$ cat src/hdl/nbam_pkg.sv
// Shared types, widths and constants of the flash bank address translator.
// No dependencies; every other file of the block imports this package.
`default_nettype none

package nbam_pkg;

    localparam int BANK_W  = 11;
    localparam int BLOCK_W = 16;
    localparam int PAGE_W  = 16;
    localparam int CH_W    = 4;
    localparam int CHIP_W  = 3;
    localparam int UNIT_W  = 4;
    localparam int ROW_W   = 32;

    localparam int CFG_IDX_W  = 3;
    localparam int CFG_DATA_W = 5;

    // reciprocal scale: q = (x * RCP) >> RCP_SHIFT is exact for x < 2048, n <= 31
    localparam int RCP_SHIFT = 16;
    localparam int RCP_W     = 17;

    localparam int MAX_BANKS = 2048;
    localparam logic [BANK_W-1:0] TOP_BANK =
        BANK_W'((MAX_BANKS - 1) < 2047 ? (MAX_BANKS - 1) : 2047);

    localparam logic KIND_ENCODE = 1'b0;
    localparam logic KIND_DECODE = 1'b1;

    typedef enum logic [CFG_IDX_W-1:0] {
        CFG_CHANNEL_COUNT     = 3'd0,
        CFG_UNITS_PER_CHIP    = 3'd1,
        CFG_CHIPS_PER_CHANNEL = 3'd2,
        CFG_PAGE_BITS         = 3'd3,
        CFG_BLOCK_BITS        = 3'd4,
        CFG_UNIT_BITS         = 3'd5
    } t_cfg_idx;

    typedef struct packed {
        logic [4:0]       nch;       // effective counts, zero reads as one
        logic [4:0]       nun;
        logic [3:0]       nce;
        logic [RCP_W-1:0] rcp_ch;
        logic [RCP_W-1:0] rcp_un;
        logic [RCP_W-1:0] rcp_ce;
        logic [4:0]       page_bits;
        logic [4:0]       block_bits;
        logic [2:0]       unit_bits;
        logic [5:0]       unit_pos;
        logic [6:0]       slc_pos;
    } t_cfg;

    typedef struct packed {
        logic              kind;
        logic [BANK_W-1:0] bank_in;
        logic [BLOCK_W-1:0] block_in;
        logic [PAGE_W-1:0] page_in;
        logic              slc_in;
        logic [CH_W-1:0]   channel_in;
        logic [CHIP_W-1:0] chip_index_in;
        logic [ROW_W-1:0]  row_in;
    } t_req;

    typedef struct packed {
        logic [CH_W-1:0]    channel_out;
        logic [CHIP_W-1:0]  chip_index_out;
        logic [UNIT_W-1:0]  unit_out;
        logic [ROW_W-1:0]   row_out;
        logic [BANK_W-1:0]  bank_out;
        logic [BLOCK_W-1:0] block_out;
        logic [PAGE_W-1:0]  page_out;
        logic               slc_out;
        logic               range_error;
    } t_rsp;

    function automatic logic [4:0] at_least_one(input logic [4:0] n);
        return (n == 5'd0) ? 5'd1 : n;
    endfunction

    // ceil(2^16 / n), zero treated as one
    function automatic logic [RCP_W-1:0] rcp_of(input logic [4:0] n);
        logic [RCP_W-1:0] r;
        unique case (n)
            5'd0, 5'd1: r = 17'd65536;
            5'd2:  r = 17'd32768;
            5'd3:  r = 17'd21846;
            5'd4:  r = 17'd16384;
            5'd5:  r = 17'd13108;
            5'd6:  r = 17'd10923;
            5'd7:  r = 17'd9363;
            5'd8:  r = 17'd8192;
            5'd9:  r = 17'd7282;
            5'd10: r = 17'd6554;
            5'd11: r = 17'd5958;
            5'd12: r = 17'd5462;
            5'd13: r = 17'd5042;
            5'd14: r = 17'd4682;
            5'd15: r = 17'd4370;
            5'd16: r = 17'd4096;
            5'd17: r = 17'd3856;
            5'd18: r = 17'd3641;
            5'd19: r = 17'd3450;
            5'd20: r = 17'd3277;
            5'd21: r = 17'd3121;
            5'd22: r = 17'd2979;
            5'd23: r = 17'd2850;
            5'd24: r = 17'd2731;
            5'd25: r = 17'd2622;
            5'd26: r = 17'd2521;
            5'd27: r = 17'd2428;
            5'd28: r = 17'd2341;
            5'd29: r = 17'd2260;
            5'd30: r = 17'd2185;
            5'd31: r = 17'd2115;
            default: r = 17'd65536;
        endcase
        return r;
    endfunction

endpackage

`default_nettype wire

$ cat src/hdl/nbam_req_if.sv
// Request channel of the address translator: valid/ready plus request fields.
// Depends on nbam_pkg for field widths.
`default_nettype none

interface nbam_req_if;
    import nbam_pkg::*;

    logic                valid;
    logic                ready;
    logic                kind;
    logic [BANK_W-1:0]   bank_in;
    logic [BLOCK_W-1:0]  block_in;
    logic [PAGE_W-1:0]   page_in;
    logic                slc_in;
    logic [CH_W-1:0]     channel_in;
    logic [CHIP_W-1:0]   chip_index_in;
    logic [ROW_W-1:0]    row_in;

    modport source (
        output valid, kind, bank_in, block_in, page_in, slc_in,
               channel_in, chip_index_in, row_in,
        input  ready
    );

    modport sink (
        input  valid, kind, bank_in, block_in, page_in, slc_in,
               channel_in, chip_index_in, row_in,
        output ready
    );
endinterface

`default_nettype wire

$ cat src/hdl/nbam_rsp_if.sv
// Result channel of the address translator: valid/ready plus result fields.
// Depends on nbam_pkg for field widths.
`default_nettype none

interface nbam_rsp_if;
    import nbam_pkg::*;

    logic                valid;
    logic                ready;
    logic [CH_W-1:0]     channel_out;
    logic [CHIP_W-1:0]   chip_index_out;
    logic [UNIT_W-1:0]   unit_out;
    logic [ROW_W-1:0]    row_out;
    logic [BANK_W-1:0]   bank_out;
    logic [BLOCK_W-1:0]  block_out;
    logic [PAGE_W-1:0]   page_out;
    logic                slc_out;
    logic                range_error;

    modport source (
        output valid, channel_out, chip_index_out, unit_out, row_out, bank_out,
               block_out, page_out, slc_out, range_error,
        input  ready
    );

    modport sink (
        input  valid, channel_out, chip_index_out, unit_out, row_out, bank_out,
               block_out, page_out, slc_out, range_error,
        output ready
    );
endinterface

`default_nettype wire

$ cat src/hdl/nand_bank_address_map_top.sv
// Top level of the flash bank address translator: five-stage request pipeline.
// Depends on nbam_pkg, nbam_req_if, nbam_rsp_if and nbam_cfg.
//
//   channel   dir  handshake      contents
//   i_req     in   valid/ready    kind, bank/block/page/slc or channel/chip/row
//   o_rsp     out  valid/ready    channel, chip, unit, row, bank, block, page, slc, err
//   i_cfg_*   in   write enable   register index, 5-bit write data
//
// One request per cycle unless a stall holds the pipe; requests pass stages A to E in
// order. Stages A to C each hold one reciprocal multiply (11 x 17 bits), B to D small
// multiply-adds, which set the stage depth. Reset clears the valid bits and loads the
// register defaults. A stall only holds the stages that are full up to the stalled
// output; empty stages keep filling, so no request is lost or repeated.
`default_nettype none

module nand_bank_address_map_top (
    input  wire logic                           i_clk,
    input  wire logic                           i_rst_n,
    nbam_req_if.sink                            i_req,
    nbam_rsp_if.source                          o_rsp,
    input  wire logic                           i_cfg_we,
    input  wire logic [nbam_pkg::CFG_IDX_W-1:0]  i_cfg_idx,
    input  wire logic [nbam_pkg::CFG_DATA_W-1:0] i_cfg_wdata
);
    import nbam_pkg::*;

    localparam int NSTG = 5;

    t_cfg cfg;

    nbam_cfg u_cfg (
        .i_clk       (i_clk),
        .i_rst_n     (i_rst_n),
        .i_cfg_we    (i_cfg_we),
        .i_cfg_idx   (i_cfg_idx),
        .i_cfg_wdata (i_cfg_wdata),
        .o_cfg       (cfg)
    );

    // ---------------- flow control ----------------
    logic [NSTG-1:0] r_v;
    logic [NSTG-1:0] w_adv;

    always_comb begin
        w_adv[NSTG-1] = !r_v[NSTG-1] || o_rsp.ready;
        for (int k = NSTG - 2; k >= 0; k--) begin
            w_adv[k] = !r_v[k] || w_adv[k+1];
        end
    end

    // no request is taken while reset is held
    assign i_req.ready = w_adv[0] && i_rst_n;

    always_ff @(posedge i_clk) begin
        if (!i_rst_n) begin
            r_v <= '0;
        end else begin
            if (w_adv[0]) r_v[0] <= i_req.valid;
            for (int k = 1; k < NSTG; k++) begin
                if (w_adv[k]) r_v[k] <= r_v[k-1];
            end
        end
    end

    // ---------------- stage A: request ----------------
    t_req r_a_req;

    logic [27:0]        w_prod_a;
    logic [ROW_W-1:0]   w_ones;
    logic [ROW_W-1:0]   w_dpage_a, w_dblk_a, w_dunit_a, w_dslc_a;

    assign w_ones   = '1;
    assign w_prod_a = 28'(r_a_req.bank_in) * 28'(cfg.rcp_ch);

    // decode field extraction; shifts of 32 or more read as zero
    assign w_dpage_a = r_a_req.row_in & ~(w_ones << cfg.page_bits);
    assign w_dblk_a  = (r_a_req.row_in >> cfg.page_bits) & ~(w_ones << cfg.block_bits);
    assign w_dunit_a = (r_a_req.row_in >> cfg.unit_pos) & ~(w_ones << cfg.unit_bits);
    assign w_dslc_a  = r_a_req.row_in >> cfg.slc_pos;

    // ---------------- stage B ----------------
    t_req               r_b_req;
    logic [BANK_W-1:0]  r_b_q1;
    logic [PAGE_W-1:0]  r_b_page;
    logic [BLOCK_W-1:0] r_b_block;
    logic [6:0]         r_b_unit;
    logic               r_b_slc;

    logic [15:0] w_qn_b;
    logic [15:0] w_ch_b;
    logic [27:0] w_prod_b;
    logic        w_err_b;
    logic [8:0]  w_t_b;

    assign w_qn_b   = 16'(r_b_q1) * 16'(cfg.nch);
    assign w_ch_b   = 16'(r_b_req.bank_in) - w_qn_b;
    assign w_prod_b = 28'(r_b_q1) * 28'(cfg.rcp_un);
    assign w_err_b  = (5'(r_b_req.channel_in) >= cfg.nch) ||
                      (4'(r_b_req.chip_index_in) >= cfg.nce) ||
                      (r_b_unit >= 7'(cfg.nun));
    assign w_t_b    = 9'(r_b_req.chip_index_in) * 9'(cfg.nun) + 9'(r_b_unit);

    // ---------------- stage C ----------------
    t_req               r_c_req;
    logic [4:0]         r_c_ch;
    logic [BANK_W-1:0]  r_c_q1, r_c_q2;
    logic [PAGE_W-1:0]  r_c_page;
    logic [BLOCK_W-1:0] r_c_block;
    logic [6:0]         r_c_unit;
    logic               r_c_slc;
    logic               r_c_err;
    logic [8:0]         r_c_t;

    logic [15:0] w_qn_c;
    logic [15:0] w_unit_c;
    logic [27:0] w_prod_c;
    logic [13:0] w_bank_c;

    assign w_qn_c   = 16'(r_c_q2) * 16'(cfg.nun);
    assign w_unit_c = 16'(r_c_q1) - w_qn_c;
    assign w_prod_c = 28'(r_c_q2) * 28'(cfg.rcp_ce);
    assign w_bank_c = 14'(r_c_t) * 14'(cfg.nch) + 14'(r_c_req.channel_in);

    // ---------------- stage D ----------------
    t_req               r_d_req;
    logic [4:0]         r_d_ch;
    logic [4:0]         r_d_eunit;
    logic [BANK_W-1:0]  r_d_q2, r_d_q3;
    logic [PAGE_W-1:0]  r_d_page;
    logic [BLOCK_W-1:0] r_d_block;
    logic [6:0]         r_d_unit;
    logic               r_d_slc;
    logic               r_d_err;
    logic [13:0]        r_d_bank;

    logic [15:0] w_qn_d;
    logic [15:0] w_chip_d;
    logic [ROW_W-1:0] w_row_d;
    t_rsp        w_rsp_d;

    assign w_qn_d   = 16'(r_d_q3) * 16'(cfg.nce);
    assign w_chip_d = 16'(r_d_q2) - w_qn_d;

    // page and block go in unmasked; bits pushed past 31 are dropped
    assign w_row_d = ROW_W'(r_d_req.page_in) |
                     (ROW_W'(r_d_req.block_in) << cfg.page_bits) |
                     (ROW_W'(r_d_eunit) << cfg.unit_pos) |
                     (ROW_W'(r_d_req.slc_in) << cfg.slc_pos);

    always_comb begin
        w_rsp_d = '0;
        if (r_d_req.kind == KIND_ENCODE) begin
            w_rsp_d.channel_out    = r_d_ch[CH_W-1:0];
            w_rsp_d.chip_index_out = w_chip_d[CHIP_W-1:0];
            w_rsp_d.unit_out       = r_d_eunit[UNIT_W-1:0];
            w_rsp_d.row_out        = w_row_d;
        end else begin
            w_rsp_d.unit_out    = r_d_unit[UNIT_W-1:0];
            w_rsp_d.bank_out    = (r_d_err || r_d_bank > 14'(TOP_BANK)) ?
                                  TOP_BANK : r_d_bank[BANK_W-1:0];
            w_rsp_d.block_out   = r_d_block;
            w_rsp_d.page_out    = r_d_page;
            w_rsp_d.slc_out     = r_d_slc;
            w_rsp_d.range_error = r_d_err;
        end
    end

    // ---------------- stage E: output register ----------------
    t_rsp r_e_rsp;

    // ---------------- payload registers ----------------
    always_ff @(posedge i_clk) begin
        if (w_adv[0]) begin
            r_a_req <= '{kind: i_req.kind, bank_in: i_req.bank_in,
                         block_in: i_req.block_in, page_in: i_req.page_in,
                         slc_in: i_req.slc_in, channel_in: i_req.channel_in,
                         chip_index_in: i_req.chip_index_in, row_in: i_req.row_in};
        end
        if (w_adv[1]) begin
            r_b_req   <= r_a_req;
            r_b_q1    <= w_prod_a[RCP_SHIFT +: BANK_W];
            r_b_page  <= w_dpage_a[PAGE_W-1:0];
            r_b_block <= w_dblk_a[BLOCK_W-1:0];
            r_b_unit  <= w_dunit_a[6:0];
            r_b_slc   <= w_dslc_a[0];
        end
        if (w_adv[2]) begin
            r_c_req   <= r_b_req;
            r_c_ch    <= w_ch_b[4:0];
            r_c_q1    <= r_b_q1;
            r_c_q2    <= w_prod_b[RCP_SHIFT +: BANK_W];
            r_c_page  <= r_b_page;
            r_c_block <= r_b_block;
            r_c_unit  <= r_b_unit;
            r_c_slc   <= r_b_slc;
            r_c_err   <= w_err_b;
            r_c_t     <= w_t_b;
        end
        if (w_adv[3]) begin
            r_d_req   <= r_c_req;
            r_d_ch    <= r_c_ch;
            r_d_eunit <= w_unit_c[4:0];
            r_d_q2    <= r_c_q2;
            r_d_q3    <= w_prod_c[RCP_SHIFT +: BANK_W];
            r_d_page  <= r_c_page;
            r_d_block <= r_c_block;
            r_d_unit  <= r_c_unit;
            r_d_slc   <= r_c_slc;
            r_d_err   <= r_c_err;
            r_d_bank  <= w_bank_c;
        end
        if (w_adv[4]) begin
            r_e_rsp <= w_rsp_d;
        end
    end

    assign o_rsp.valid          = r_v[NSTG-1];
    assign o_rsp.channel_out    = r_e_rsp.channel_out;
    assign o_rsp.chip_index_out = r_e_rsp.chip_index_out;
    assign o_rsp.unit_out       = r_e_rsp.unit_out;
    assign o_rsp.row_out        = r_e_rsp.row_out;
    assign o_rsp.bank_out       = r_e_rsp.bank_out;
    assign o_rsp.block_out      = r_e_rsp.block_out;
    assign o_rsp.page_out       = r_e_rsp.page_out;
    assign o_rsp.slc_out        = r_e_rsp.slc_out;
    assign o_rsp.range_error    = r_e_rsp.range_error;

endmodule

`default_nettype wire

$ cat src/hdl/nbam_cfg.sv
// Configuration registers plus derived values (reciprocals, field positions).
// Depends on nbam_pkg.
`default_nettype none

module nbam_cfg (
    input  wire logic                           i_clk,
    input  wire logic                           i_rst_n,
    input  wire logic                           i_cfg_we,
    input  wire logic [nbam_pkg::CFG_IDX_W-1:0]  i_cfg_idx,
    input  wire logic [nbam_pkg::CFG_DATA_W-1:0] i_cfg_wdata,
    output nbam_pkg::t_cfg                      o_cfg
);
    import nbam_pkg::*;

    logic [4:0]       r_nch, r_nun;
    logic [3:0]       r_nce;
    logic [RCP_W-1:0] r_rcp_ch, r_rcp_un, r_rcp_ce;
    logic [4:0]       r_page_bits, r_block_bits;
    logic [2:0]       r_unit_bits;

    always_ff @(posedge i_clk) begin
        if (!i_rst_n) begin
            r_nch        <= 5'd1;
            r_nun        <= 5'd1;
            r_nce        <= 4'd1;
            r_rcp_ch     <= rcp_of(5'd1);
            r_rcp_un     <= rcp_of(5'd1);
            r_rcp_ce     <= rcp_of(5'd1);
            r_page_bits  <= 5'd8;
            r_block_bits <= 5'd12;
            r_unit_bits  <= 3'd2;
        end else if (i_cfg_we) begin
            unique case (i_cfg_idx)
                CFG_CHANNEL_COUNT: begin
                    r_nch    <= at_least_one(i_cfg_wdata);
                    r_rcp_ch <= rcp_of(i_cfg_wdata);
                end
                CFG_UNITS_PER_CHIP: begin
                    r_nun    <= at_least_one(i_cfg_wdata);
                    r_rcp_un <= rcp_of(i_cfg_wdata);
                end
                CFG_CHIPS_PER_CHANNEL: begin
                    r_nce    <= 4'(at_least_one({1'b0, i_cfg_wdata[3:0]}));
                    r_rcp_ce <= rcp_of({1'b0, i_cfg_wdata[3:0]});
                end
                CFG_PAGE_BITS:  r_page_bits  <= i_cfg_wdata;
                CFG_BLOCK_BITS: r_block_bits <= i_cfg_wdata;
                CFG_UNIT_BITS:  r_unit_bits  <= i_cfg_wdata[2:0];
                default: ;
            endcase
        end
    end

    always_comb begin
        o_cfg            = '0;
        o_cfg.nch        = r_nch;
        o_cfg.nun        = r_nun;
        o_cfg.nce        = r_nce;
        o_cfg.rcp_ch     = r_rcp_ch;
        o_cfg.rcp_un     = r_rcp_un;
        o_cfg.rcp_ce     = r_rcp_ce;
        o_cfg.page_bits  = r_page_bits;
        o_cfg.block_bits = r_block_bits;
        o_cfg.unit_bits  = r_unit_bits;
        o_cfg.unit_pos   = 6'(r_page_bits) + 6'(r_block_bits);
        o_cfg.slc_pos    = 7'(r_page_bits) + 7'(r_block_bits) + 7'(r_unit_bits);
    end

endmodule

`default_nettype wire

$ cat src/flat_wrapper.sv
// flat-port wrapper written by rule: the top's interface ports become plain ports
module nand_bank_address_map_top_flat import nbam_pkg::*;
  (i_clk, i_rst_n, i_cfg_we, i_cfg_idx, i_cfg_wdata, i_req_valid, i_req_kind, i_req_bank_in, i_req_block_in, i_req_page_in, i_req_slc_in, i_req_channel_in, i_req_chip_index_in, i_req_row_in, i_req_ready, o_rsp_valid, o_rsp_channel_out, o_rsp_chip_index_out, o_rsp_unit_out, o_rsp_row_out, o_rsp_bank_out, o_rsp_block_out, o_rsp_page_out, o_rsp_slc_out, o_rsp_range_error, o_rsp_ready);
  nbam_req_if i_req_i ();
  nbam_rsp_if o_rsp_i ();
  input  wire logic i_clk;
  input  wire logic i_rst_n;
  input  wire logic i_cfg_we;
  input  wire logic [nbam_pkg::CFG_IDX_W-1:0] i_cfg_idx;
  input  wire logic [nbam_pkg::CFG_DATA_W-1:0] i_cfg_wdata;
  input wire logic [$bits(i_req_i.valid)-1:0] i_req_valid;
  input wire logic [$bits(i_req_i.kind)-1:0] i_req_kind;
  input wire logic [$bits(i_req_i.bank_in)-1:0] i_req_bank_in;
  input wire logic [$bits(i_req_i.block_in)-1:0] i_req_block_in;
  input wire logic [$bits(i_req_i.page_in)-1:0] i_req_page_in;
  input wire logic [$bits(i_req_i.slc_in)-1:0] i_req_slc_in;
  input wire logic [$bits(i_req_i.channel_in)-1:0] i_req_channel_in;
  input wire logic [$bits(i_req_i.chip_index_in)-1:0] i_req_chip_index_in;
  input wire logic [$bits(i_req_i.row_in)-1:0] i_req_row_in;
  output wire logic [$bits(i_req_i.ready)-1:0] i_req_ready;
  output wire logic [$bits(o_rsp_i.valid)-1:0] o_rsp_valid;
  output wire logic [$bits(o_rsp_i.channel_out)-1:0] o_rsp_channel_out;
  output wire logic [$bits(o_rsp_i.chip_index_out)-1:0] o_rsp_chip_index_out;
  output wire logic [$bits(o_rsp_i.unit_out)-1:0] o_rsp_unit_out;
  output wire logic [$bits(o_rsp_i.row_out)-1:0] o_rsp_row_out;
  output wire logic [$bits(o_rsp_i.bank_out)-1:0] o_rsp_bank_out;
  output wire logic [$bits(o_rsp_i.block_out)-1:0] o_rsp_block_out;
  output wire logic [$bits(o_rsp_i.page_out)-1:0] o_rsp_page_out;
  output wire logic [$bits(o_rsp_i.slc_out)-1:0] o_rsp_slc_out;
  output wire logic [$bits(o_rsp_i.range_error)-1:0] o_rsp_range_error;
  input wire logic [$bits(o_rsp_i.ready)-1:0] o_rsp_ready;
  assign i_req_i.valid = i_req_valid;
  assign i_req_i.kind = i_req_kind;
  assign i_req_i.bank_in = i_req_bank_in;
  assign i_req_i.block_in = i_req_block_in;
  assign i_req_i.page_in = i_req_page_in;
  assign i_req_i.slc_in = i_req_slc_in;
  assign i_req_i.channel_in = i_req_channel_in;
  assign i_req_i.chip_index_in = i_req_chip_index_in;
  assign i_req_i.row_in = i_req_row_in;
  assign i_req_ready = i_req_i.ready;
  assign o_rsp_valid = o_rsp_i.valid;
  assign o_rsp_channel_out = o_rsp_i.channel_out;
  assign o_rsp_chip_index_out = o_rsp_i.chip_index_out;
  assign o_rsp_unit_out = o_rsp_i.unit_out;
  assign o_rsp_row_out = o_rsp_i.row_out;
  assign o_rsp_bank_out = o_rsp_i.bank_out;
  assign o_rsp_block_out = o_rsp_i.block_out;
  assign o_rsp_page_out = o_rsp_i.page_out;
  assign o_rsp_slc_out = o_rsp_i.slc_out;
  assign o_rsp_range_error = o_rsp_i.range_error;
  assign o_rsp_i.ready = o_rsp_ready;
  nand_bank_address_map_top u_core (.i_clk(i_clk), .i_rst_n(i_rst_n), .i_req(i_req_i), .o_rsp(o_rsp_i), .i_cfg_we(i_cfg_we), .i_cfg_idx(i_cfg_idx), .i_cfg_wdata(i_cfg_wdata));
endmodule
$ cat config.mk
export PLATFORM = sky130hd
export DESIGN_NAME = nand_bank_address_map_top_flat
export DESIGN_NICKNAME = d
export VERILOG_FILES = /design/src/hdl/nbam_pkg.sv /design/src/hdl/nbam_req_if.sv /design/src/hdl/nbam_rsp_if.sv /design/src/hdl/nand_bank_address_map_top.sv /design/src/hdl/nbam_cfg.sv /design/src/flat_wrapper.sv
export SDC_FILE = /design/constraint.sdc
export NUM_CORES = 2
export LEC_CHECK = 0
export BUFFER_PORTS_ARGS = -buffer_cell sky130_fd_sc_hd__buf_2
export CORE_UTILIZATION = 46
export DETAILED_ROUTE_END_ITERATION = 10
export PLACE_DENSITY_LB_ADDON = 0.2
export SYNTH_ARGS = -nofsm -noshare
export SYNTH_HDL_FRONTEND = slang
export SYNTH_SLANG_ARGS = --single-unit
$ cat constraint.sdc
create_clock -name i_clk -period 5.1 [get_ports i_clk]
set_input_delay 1.02 -clock i_clk [delete_from_list [all_inputs] [get_ports i_clk]]
set_output_delay 1.02 -clock i_clk [all_outputs]
set_load 0.01 [all_outputs]
==> impl_results.md <==
* Initial antenna violation count at 5
* Count leader, synth: nand2_1
* Final wirelength at 105400 um
* Clk_skew at approximately 0.031 ns
* Post-DRT Antenna Nets at 0
* Worst Hold Class: reg -> reg
* Placed Area at 0.04478 mm^2
* CTS Hold Buffers Added at 0
* YS warnings at 0
* Syn-to-layout area delta at 14.67%
* Synth top cells by count: nand2_1, inv_1, edfxtp_1
* Final HPWL DP at between 80000 and 90000 um
* WP data arrival at 5.64 ns
* Setup CP Type: reg -> reg
* Setup WS pre-CTS at -0.4118 ns
* Flops & latches, synth at between 500 and 600
* Tcrit/Tclk final at 103.5%
* Die X at 302.7 um
* Remaining global-route overflow at 0
* Max-slew violations at 0
* Crit start category: flip-flop
* Unrepaired setup endpoints after global routing: yes
* Syn_area_per_cell at 10.87 um^2
* I/O pins at 187
* Outcome: finished, violations left
* Final setup margin at -0.1766 ns
* Post-synth top area cell: edfxtp_1
* GRT Total Usage at 23.45%
* DR WL/cell at 19.86 um
* DR iter-0 viols at around 1900
* Asr flop ratio synth at 0%
* Mapped cell area at 0.04160 mm^2
* Sw frac at 29.25%
* Sw Pwr at roughly 0.0039 W
* Initial Util at ~47%
* Num rows at 109
* TritonCTS sink count at around 560
* Comb pwr share at 22.8%
* PwrDens at 278.3 mW/mm^2
* MaxCap Viol Count at 0
* P_int at 0.009390 W
* Final core utilization at around 54%
* DRC at 0
* Maximum VDD drop at 0.0003503 V
* Critical Path Slowest Stage Cell: edfxtp_1
* Worst EP required at 5.46 ns
* Worst-margin pin slew at 1.230 ns
* Fmax achieved at 189.5 MHz
* Vias per inst at 5.322
* Global-route wire length before repair at 165700 um
* Core box area at 0.08892 mm^2
* P_leak at 20.87 nW
* Crit-path max FO at 3
* Vert. Die Dim at 302.7 um
* Diodes inserted at 0
* Post-synth top area share at about a third
* Die footprint at a little over 0.09 mm^2
* Largest net degree at the start of global routing at 86
* Layout Nets at about 4800
* 1st-pass router iterations at 6
* Sequential Power Share at 44.2%
* Syn Nets at 4572
* Post-synth EDFFs at 474
* Failing checks: setup timing
* Post-Synthesis Cells at about 3800
* Vias at 28239
* Clk_lat worst skew at 0.64 ns
* GPL Wtd Cong at 0.9187
* CTS tree: done
* Port Buffers at 186
* Critical Path, Cell by Cell: buf_6, and2_4, fa_1, fa_1, fa_1, fa_1, inv_1, fa_1, inv_2, ha_4, a211oi_2, o211ai_1, a211o_1, nand4_1, a21oi_2, a211o_1, a21oi_2, xnor2_1
* CP max stage delay at 0.53 ns
* Fin crit period at 5.277 ns
* Cell variety after synth at 71
* Fraction of layout instances using a drive strength above 1 at between 15 and 20%
* Final setup violation count at 14
* Critical path endpoint category: flip-flop
* H-tree levels at 2
* Vias in the first global route at ~29000
* Clock root buffer: clkbuf_16
* Sequential-to-total area share from yosys stat at a little under two fifths
* Final instance area at 0.04770 mm^2
* Final Hold Viols at 0
* Dominant synthesized flop cell: edfxtp_1
* Largest cells by area after synthesis: edfxtp_1, fa_1, ha_1, and2_1, nand2_1
* Clock Path Buffers at 3
* Clock share of power at 33.0%
* Max_slew headroom at 17.89%
* Worst-path clk slew at about 0.06 ns
* Most used cell, CP: fa_1
* CTS Buf Count at 58
[placed cells by master (no fill, tap or decap), types with 19 or more instances in the layout]
| cell | count |
|---|---|
| a21oi_1 | 128 |
| dfxtp_1 | 68 |
| a221oi_1 | 22 |
| o21a_1 | 27 |
| fa_1 | 390 |
| nor3_1 | 28 |
| nor2b_1 | 35 |
| o21ai_0 | 72 |
| buf_4 | 192 |
| nand2_1 | 533 |
| buf_2 | 187 |
| mux2i_1 | 85 |
| xor2_1 | 31 |
| mux2_2 | 33 |
| mux4_2 | 39 |
| a21boi_0 | 37 |
| clkbuf_16 | 58 |
| a31oi_1 | 20 |
| ha_1 | 220 |
| inv_1 | 467 |
| nor2_1 | 135 |
| a211oi_1 | 21 |
| fa_2 | 21 |
| edfxtp_1 | 474 |
| a22oi_1 | 19 |
| nand3_1 | 27 |
| xnor2_1 | 71 |
| and2_1 | 314 |
| inv_2 | 21 |
| buf_6 | 30 |
[registers in the layout, indices dropped and copies added (netlist names), 7 cells and up]
name                    flops
u_core.r_c_page            16
u_core.r_d_req             34
u_core.r_c_block           16
u_core.r_b_q1              11
u_core.r_d_page            16
u_core.u_cfg.r_rcp_un      17
u_core.r_b_unit             7
u_core.r_b_req             45
u_core.o_rsp.row_out       32
u_core.r_c_req             38
u_core.r_b_page            16
u_core.o_rsp.block_out     16
u_core.o_rsp.bank_out      11
u_core.r_c_q2              11
u_core.u_cfg.r_rcp_ce      17
u_core.r_d_block           16
u_core.o_rsp.page_out      16
u_core.r_a_req             84
u_core.u_cfg.r_rcp_ch      17
u_core.r_b_block           16
u_core.r_c_t                9
u_core.r_d_bank            14
[critical path: cells and delay by family (launching register included)]
family	cells	cell delay, ns
AOI/OAI and AO/OA	6	1.21
xor gates and xnor gates	1	0.07
adders and majority gates	6	2.59
buffers and inverters	3	0.29
DFF	1	0.53
and+or+nand+nor	2	0.34
[per-layer routing]
layer | vias up | track usage, % | part of all wire, %
met2 | 806 | 39.17 | 48
met3 | 164 | 3.509 | 5.7
met1 | 14069 | 32.12 | 44
met5 | - | 0 | 0.035
li1 | 13194 | - | -
met4 | 6 | 5.767 | 2.4
[area by class of cell]
cell class / count / area (um^2)
inverters: 493 / 1856
fillers: 7847 / 41220
flip-flops and latches: 557 / 15910
multi-input cells: 2566 / 23640
repair buffers: 416 / 2855
clock inverters: 45 / 506.7
well taps: 1165 / 1458
clock buffers: 64 / 1474
[cells by family (layout without fill, tap and decap cells)]
group,count (synthesis),count (layout),share of synthesized area [%]
buf+inv,704,1018,6.416
compound gates,474,474,7.442
mux,160,160,5.240
simple gates,1177,1177,13.47
flops,557,557,38.21
xor+xnor,107,107,2.307
fa+ha+maj,648,648,26.91
[path summary, 6_finish.rpt]
| check | from | endpoint | slack [ns] | cells after the start |
|---|---|---|---|---|
| worst max-delay path | u_core.r_b_q1[10] | u_core.r_c_q2[10] | -0.18 | 18 |
| worst min-delay path | u_core.r_b_req[53] | u_core.r_c_req[53] | 0.41 | 0 |
| worst max register to register | u_core.r_b_q1[10] | u_core.r_c_q2[10] | -0.18 | 18 |
| worst min register to register | u_core.r_b_req[53] | u_core.r_c_req[53] | 0.41 | 0 |
[metrics by stage]
| stage | hold slack, ns | total power (W) | cells | setup TNS, ns |
|---|---|---|---|---|
| after CTS | 0.4140 | 0.01331 | 5293 | -1.434 |
| final | 0.4106 | 0.01327 | 5306 | -1.142 |
| after global routing | 0.4174 | 0.01396 | 5306 | -4.190 |
| after global placement | 0.4004 | 0.008781 | 5164 | -3.301 |
| after floorplan | 0.4003 | 0.007688 | 3827 | -0.04672 |
| after detailed placement | 0.4045 | 0.008824 | 5164 | -4.268 |
[power groups by stage]
stage	sequential [W]	clock [W]	combinational, W
floorplan	0.00575	0	0.00193
global placement	0.00597	0	0.00282
detailed placement	0.00597	0	0.00285
CTS	0.00588	0.00450	0.00294
global route	0.00591	0.00465	0.00339
finish	0.00587	0.00438	0.00303
[repair_timing]
action                                  4_1_cts  5_1_grt
pin swaps                                    64       57
endpoints found under the hold margin         0        0
resized for setup                            75      105
endpoints found under the setup margin       20       24
cloned                                        0        1
setup buffers                                23       14
Power figures use the tool's default switching activity.
